**src/design/frp_pkg.sv**
```systemverilog
// shared constants and types of the ftp reply parser
package frp_pkg;

   localparam int unsigned CodeLen = 3;

   localparam logic [7:0] CharDash    = 8'h2d;
   localparam logic [7:0] CharNewline = 8'h0a;
   localparam logic [7:0] CharSpace   = 8'h20;
   localparam logic [7:0] CharZero    = 8'h30;
   localparam logic [7:0] CharNine    = 8'h39;

   localparam int unsigned ClassWidth  = 4;
   localparam int unsigned NumberWidth = 10;
   localparam int unsigned DataWidth   = 16;

   typedef struct packed {
      logic                   valid;
      logic [ClassWidth-1:0]  reply_class;
      logic [NumberWidth-1:0] reply_number;
      logic                   bad_code;
   } result_type;

   function automatic logic is_digit(input logic [7:0] c);
      return (c >= CharZero) && (c <= CharNine);
   endfunction

endpackage

```
**src/design/frp_parse.sv**
```systemverilog
// reply state machine: code capture, line matching and result generation
module frp_parse (
   input  logic               clock,
   input  logic               reset,
   input  logic               step_en,
   input  logic [7:0]         byte_in,
   output frp_pkg::result_type result
);
   import frp_pkg::*;

   typedef enum logic [1:0] {
      PH_START  = 2'd0,
      PH_SINGLE = 2'd1,
      PH_MULTI  = 2'd2,
      PH_LSTART = 2'd3
   } phase_type;

   phase_type  phase_ff, phase_in;
   logic [1:0] index_ff, index_in;
   logic [7:0] code_ff [CodeLen];
   logic       capture;
   logic       code_ok;
   logic       code_hit;
   logic [3:0] d0, d1, d2;
   logic [NumberWidth-1:0] number;

   assign code_ok = is_digit(code_ff[0]) && is_digit(code_ff[1]) && is_digit(code_ff[2]);
   // index 3 means all code characters are in
   assign code_hit = (index_ff != 2'd3) && (code_ff[index_ff] == byte_in);

   assign d0 = code_ff[0][3:0];
   assign d1 = code_ff[1][3:0];
   assign d2 = code_ff[2][3:0];
   assign number = NumberWidth'(d0) * NumberWidth'(100) + NumberWidth'(d1) * NumberWidth'(10)
                   + NumberWidth'(d2);

   always_comb begin
      phase_in = phase_ff;
      index_in = index_ff;
      capture  = 1'b0;
      result   = '0;
      case (phase_ff)
         PH_START: begin
            if (index_ff != 2'd3) begin
               capture  = 1'b1;
               index_in = index_ff + 2'd1;
            end else if (code_ok) begin
               phase_in = (byte_in == CharDash) ? PH_MULTI : PH_SINGLE;
            end else begin
               index_in        = 2'd0;
               result.valid    = 1'b1;
               result.bad_code = 1'b1;
            end
         end
         PH_SINGLE: begin
            if (byte_in == CharNewline) begin
               phase_in            = PH_START;
               index_in            = 2'd0;
               result.valid        = 1'b1;
               result.reply_class  = d0;
               result.reply_number = number;
            end
         end
         PH_MULTI: begin
            if (byte_in == CharNewline) begin
               phase_in = PH_LSTART;
               index_in = 2'd0;
            end
         end
         PH_LSTART: begin
            if (index_ff != 2'd3) begin
               if (code_hit) index_in = index_ff + 2'd1;
               else          phase_in = PH_MULTI;
            end else begin
               phase_in = (byte_in == CharSpace) ? PH_SINGLE : PH_MULTI;
            end
         end
         default: phase_in = PH_START;
      endcase
      if (!step_en) result.valid = 1'b0;
   end

   always_ff @(posedge clock) begin
      if (reset) begin
         phase_ff <= PH_START;
         index_ff <= 2'd0;
      end else if (step_en) begin
         phase_ff <= phase_in;
         index_ff <= index_in;
         if (capture) code_ff[index_ff] <= byte_in;
      end
   end

endmodule

```
**src/design/ftp_reply_parser_core.sv**
```systemverilog
// ftp reply parser top level: input register, parser, result register
//
//   channel | direction | tdata                                    | tuser
//   req     | in        | [7:0] byte_in                            | -
//   rsp     | out       | [3:0] reply_class, [13:4] reply_number   | [0] bad_code
//
// one request per cycle sustained while rsp is not stalled; a byte is held in the input
// register and its result, if any, is then registered in the result register.
// reset clears the parse phase, the code index and both valid flags.
// a stalled rsp holds the pipe; req_tready stays high while the result
// register is free or being taken.
module ftp_reply_parser_core (
   input  logic                         clock,
   input  logic                         reset,
   input  logic                         req_tvalid,
   output logic                         req_tready,
   input  logic [7:0]                   req_tdata,   // [7:0] byte_in
   output logic                         rsp_tvalid,
   input  logic                         rsp_tready,
   output logic [frp_pkg::DataWidth-1:0] rsp_tdata,  // [3:0] reply_class, [13:4] reply_number
   output logic                         rsp_tuser    // [0] bad_code
);
   import frp_pkg::*;

   logic       in_valid_ff, in_valid_in;
   logic [7:0] in_byte_ff;
   logic       out_valid_ff, out_valid_in;
   logic [ClassWidth-1:0]  out_class_ff;
   logic [NumberWidth-1:0] out_number_ff;
   logic       out_bad_ff;
   logic       advance;
   logic       out_free;
   result_type result;

   assign out_free   = !out_valid_ff || rsp_tready;
   assign advance    = in_valid_ff && out_free;
   assign req_tready = !in_valid_ff || advance;

   assign in_valid_in  = (req_tvalid && req_tready) || (in_valid_ff && !advance);
   assign out_valid_in = advance ? result.valid : (out_valid_ff && !rsp_tready);

   frp_parse u_parse (
      .clock   (clock),
      .reset   (reset),
      .step_en (advance),
      .byte_in (in_byte_ff),
      .result  (result)
   );

   always_ff @(posedge clock) begin
      if (reset) begin
         in_valid_ff  <= 1'b0;
         out_valid_ff <= 1'b0;
      end else begin
         in_valid_ff  <= in_valid_in;
         out_valid_ff <= out_valid_in;
      end
      if (req_tvalid && req_tready) in_byte_ff <= req_tdata;
      if (advance && result.valid) begin
         out_class_ff  <= result.reply_class;
         out_number_ff <= result.reply_number;
         out_bad_ff    <= result.bad_code;
      end
   end

   assign rsp_tvalid = out_valid_ff;
   assign rsp_tdata  = {2'b00, out_number_ff, out_class_ff};
   assign rsp_tuser  = out_bad_ff;

endmodule
```
**config.mk**
```make
export PLATFORM = sky130hd
export DESIGN_NAME = ftp_reply_parser_core
export DESIGN_NICKNAME = d
export VERILOG_FILES = /design/src/design/frp_pkg.sv /design/src/design/frp_parse.sv /design/src/design/ftp_reply_parser_core.sv
export SDC_FILE = /design/constraint.sdc
export NUM_CORES = 1
export LEC_CHECK = 0
export BUFFER_PORTS_ARGS = -buffer_cell sky130_fd_sc_hd__clkbuf_2
export CAP_MARGIN = 20
export CORE_MARGIN = 1.5
export CORE_UTILIZATION = 30
export DETAILED_ROUTE_END_ITERATION = 8
export PLACE_DENSITY = 0.47
export SLEW_MARGIN = 20
export SYNTH_ARGS = -nofsm -noshare
export SYNTH_HDL_FRONTEND = slang
export SYNTH_HIERARCHICAL = 1
export SYNTH_SLANG_ARGS = --single-unit
```
**constraint.sdc**
```tcl
create_clock -name clock -period 5 [get_ports clock]
set_input_delay 0.25 -clock clock [delete_from_list [all_inputs] [get_ports clock]]
set_output_delay 0.25 -clock clock [all_outputs]
set_load 0.01 [all_outputs]
```
Word-level counts from Yosys, hierarchy flattened
Memory sizes are Yosys's and may differ from the RTL's. A register that Yosys moved wholly into a read port is not among the register bits.
Cells that the tools add are included.
Widths: inputs -> output; s select.
Storage, ports and cells
  flip-flop bits (word level): 29
  latch bits: 0
  bits in writable memories: 24
  ROM bits: 0
  input bits: 12
  output and inout bits: 19
  word-level logic and storage cells: 88
  memories kept: 1
Operators by class
  add/subtract/negate cells: 3
  multipliers: 2
  div/mod/pow operators: 0
  order comparisons: 6
  equality and inequality tests: 17
  shifts and indexed selects: 0
  muxes and demuxes: 28
  bitwise gates (word level): 0
  reduce and logical (&&, ||, !) cells: 23
Memories
  u_parse.code_ff: words 3, bits a word 8, rd ports 4, clocked after Yosys merged registers in 1, wr ports 1, line frp_parse.sv:20  | logic [7:0] code_ff [CodeLen];
Operator list (count)
  $mux 2: 14
  $ge 8x6->1 const B: 3
  $le 8x6->1 const B: 3
  $eq 8x6->1 const B: 2
  $mux 15: 1
  $ne 2x1->1 const B: 6
  $logic_and 1x1->1: 11
  $add 10x4->10: 1
  $add 10x8->10: 1
  $mux 1: 10
  $eq 8x4->1 const B: 1
  $eq 8x8->1: 1
  $mul 4x5->8 const B: 1
  $pmux 2 s4: 1
  $mul 4x3->7 const B: 1
  $ne 3x3->1 const B: 2
  $pmux 2 s3: 1
  $reduce_and 6->1: 1
  $reduce_and 5->1: 1
  $eq 2x2->1 const B: 2
  $logic_not 1->1: 4
  $ne 2x2->1 const B: 2
  $logic_or 1x1->1: 3
  $add 2x1->2 const B: 1
  5 further kinds: 5

Depth between registers and ports, before layout
An unclocked memory read counts as a cell.
  depth after elaboration: 10
  mapped depth: 11

Cells and area by module
The synthesis kept the hierarchy.
Modules (own cells, without submodules)
  frp_parse: instances 1, cells each 217, area each 2642.5 um2
  ftp_reply_parser_core: instances 1, cells each 37, area each 815.8 um2

Least setup slack after synthesis
Ideal clock, no wire load.
  path type: flip-flop to flip-flop
  from: memory u_parse.code_ff[1][1]
  to: register out_number_ff[9], data pin
  library setup time: 0.269 ns
  data arrival time: 2.887 ns
  required time: 4.731 ns
  setup slack: 1.844 ns
  cell stages (with the launch flop): 11
  clock period less this slack: 3.156 ns
  path through: edfxtp_1 > ha_1 > ha_1 > fa_1 > ha_1 > ha_1 > inv_1 > o21bai_1 > a2111oi_0 > o31a_1 > nor3_1
RTL lines
  start: declaration: line frp_parse.sv:20
  end signal: assignment: line ftp_reply_parser_core.sv:61  | out_number_ff <= result.reply_number;
  end: declaration: line ftp_reply_parser_core.sv:29  | logic [NumberWidth-1:0] out_number_ff;

==> results_dict.tcl <==
set metrics [dict create \
    outcome "completed" \
    synthCells 254 \
    die_h_um 110.4 \
    slew_violations 0 \
    layout-drive-gt1-share_pct 18.15 \
    crit_type "reg -> reg" \
    netlist-cell-type-count 43 \
    grt_pass1_vias 2016 \
    nets 352 \
    crit_path_start_kind "flop" \
    use_met1_pct 15.63 \
    syn_to_final_growth_pct 19.18 \
    final.fill_count 1106 \
    clock-sinks 63 \
    p_leak_nw 1.580 \
    fin_area_mm2 0.004121 \
    ant_nets 0 \
    ys_seq_area_share_pct 52.39 \
    synth_flop_cell "edfxtp_1" \
    drt_iter0_drc 79 \
    io_buffers 28 \
    yosysMostFrequentCell "edfxtp_1" \
    hold_depth 1 \
    cts_setup_buffers 0 \
    grt_overflow 0 \
    cts_made_buffers 9 \
    drt_first_pass_iters 4 \
    gr-usage-met3_pct 3.645 \
    tightest_slew_ps 577.9 \
    max_cap_violations 0 \
    cts.htree.levels 3 \
    cp-end-kind "flop" \
    rsz0062_at_grt "false" \
    antenna_found_initial 0 \
    postCtsResizedCells 0 \
    finalWirelength_um 6620 \
    max_freq_ghz 0.2959 \
    track_usage_pct 12.39 \
    cp_max_fo 4 \
    dp_hpwl_um 4861 \
    slew_headroom_pct 60.48 \
    io_pins 31 \
    avgSynthCellArea_um2 13.62 \
    synth-async-reset-ratio_pct 0 \
    gp_congestion 0.7391 \
    core_mm2 0.01132 \
    required_ps 5050 \
    netlist.top_cell.by_area "edfxtp_1" \
    arrival_ps 3430 \
    die_x_um 110.4 \
    clkLatencyLatePin_ps 330 \
    grt_pass1_wl_um 10810 \
    r2r_cells 10 \
    yosysWarnings 6 \
    post_drt_wl_per_cell_um 14.84 \
    use_met2_pct 19.27 \
    vias 2061 \
    clk_pin_slew_ps 60 \
    drc 0 \
    syn_area_mm2 0.003458 \
    dieArea_mm2 0.01218 \
    top_usage_layer "met2" \
    rows 39 \
    skew_ps 12.75 \
    synth.top_cell.area_share_pct 47.76 \
    power_density_mw_per_mm2 343.9 \
    fin_crit_sh_pct 67.58 \
    setup_tns_ps 0 \
    clk_path_buf_depth 2 \
    setup_viol 0 \
    root_buffer "clkbuf_16" \
    ys_ff_latch 63 \
    synth-edff-count 55 \
    initial_core_util_pct 30.55 \
    postCtsHoldBufs 0 \
    period_minus_slack_ps 3379 \
    placed_area_mm2 0.003777 \
    tritoncts "built" \
    grt_max_degree 16 \
    diodes 0 \
    post_drt_via_cell_ratio 4.621 \
    synth_common_cells "55 x edfxtp_1, 37 x ha_1, 22 x inv_1, 14 x a21oi_1, 14 x nor2_1" \
    irDropWorstVdd_v 0.0001561 \
    hold_viol 0 \
    synth.area.top_cells "edfxtp_1 48%, ha_1 13%, dfxtp_1 4.6%" \
    hp-class "in -> reg" \
]
==> worst paths after layout <==
check	start	to	slack, ps
max reg2reg	u_parse/code_ff[1][1]	out_number_ff[9]	1620
min reg2reg	rsp_tvalid	in_valid_ff	530
max	u_parse/code_ff[1][1]	out_number_ff[9]	1620
min	req_tdata[6]	in_byte_ff[6]	90
==> where the power goes <==
group          leakage, nW  switching (mW)  internal, mW
Sequential           0.542          0.0207         0.589
Combinational        0.874          0.0436        0.0411
Clock                0.164           0.236         0.487
Total                 1.58           0.300          1.12
==> metrics by stage <==
| step | util (%) | hold WS (ps) | power, mW | setup slack, ps | instances |
|---|---|---|---|---|---|
| 2_1_floorplan | - | 312.4 | 0.6821 | 1844 | 262 |
| 3_5_place_dp | 33.37 | 428.6 | 0.7066 | 1649 | 430 |
| 3_3_place_gp | 33.37 | 427.0 | 0.7064 | 1689 | 430 |
| 5_1_grt | 36.41 | 77.77 | 1.477 | 1374 | 446 |
| 4_1_cts | 36.41 | 79.53 | 1.437 | 1617 | 446 |
| 6_report | 36.41 | 89.07 | 1.417 | 1621 | 446 |
==> worst max-delay path, stage by stage (launching register included) <==
cell,delay [ps]
edfxtp_1,450
ha_1,330
ha_1,240
fa_1,540
ha_1,220
ha_1,310
inv_1,90
o21bai_1,90
a2111oi_0,570
o31a_1,220
nor3_1,50
==> routing by layer <==
| metal | up-vias | part of all wire [%] |
|---|---|---|
| met5 | - | 0 |
| met4 | 0 | 2.5 |
| met2 | 54 | 48 |
| li1 | 1016 | - |
| met3 | 11 | 4.3 |
| met1 | 980 | 46 |
==> area by class of cell <==
type                       instances  area [um^2]  share of cell area (%)
clock buffer                       9        225.2                   5.464
clock inverter                     7        118.9                   2.884
inverter                          22        82.58                   2.004
multi-input combinational        173         1556                   37.77
sequential                        63         1812                   43.96
tap                              143        178.9                   4.341
timing repair buffer              29        147.6                   3.582
==> registers in the layout (all words and copies together), names as in the netlist, named ones only <==
register,count
out_number_ff,10
out_class_ff,4
in_byte_ff,8
in_valid_ff,1
rsp_tuser,1
u_parse/code_ff,32
u_parse/phase_ff,2
rsp_tvalid,1
u_parse/index_ff,2
==> kinds of logic after synthesis <==
| group | share of synthesized area, % |
|---|---|
| AO/OA/AOI/OAI | 6.368 |
| adder cells (fa/ha/maj) | 16.28 |
| multiplexers | 5.970 |
| AND/OR/NAND/NOR | 11.00 |
| buffers and inverters | 3.473 |
| XOR/XNOR | 4.305 |
| flip-flops | 52.39 |
| other | 0.2172 |
==> cell usage in the layout (no fill, tap or decap), types with 2 or more instances in the layout <==
master     synthesis  routed
a21o_1             2       2
a21oi_1           14      14
and2_1             9       9
and4_1             2       2
bufinv_16          0       3
clkbuf_16          0       9
clkbuf_2           0      28
conb_1             2      10
dfxtp_1            8       8
edfxtp_1          55      55
fa_1               5       5
ha_1              37      37
inv_1             22      22
mux4_1             4       4
mux4_2             4       4
nand2_1            3       3
nand2b_1           2       2
nand3b_1           2       2
nand4_1            3       3
nand4b_1           2       2
nor2_1            14      14
nor2b_1            5       5
nor3_1             3       3
nor4_1             2       2
nor4_2             2       2
nor4b_1            4       4
o21ai_0            9       9
o21bai_1           2       2
or3_1              3       3
xnor2_1            6       6
xor2_1            11      11
(Power assumes the default switching activity.)
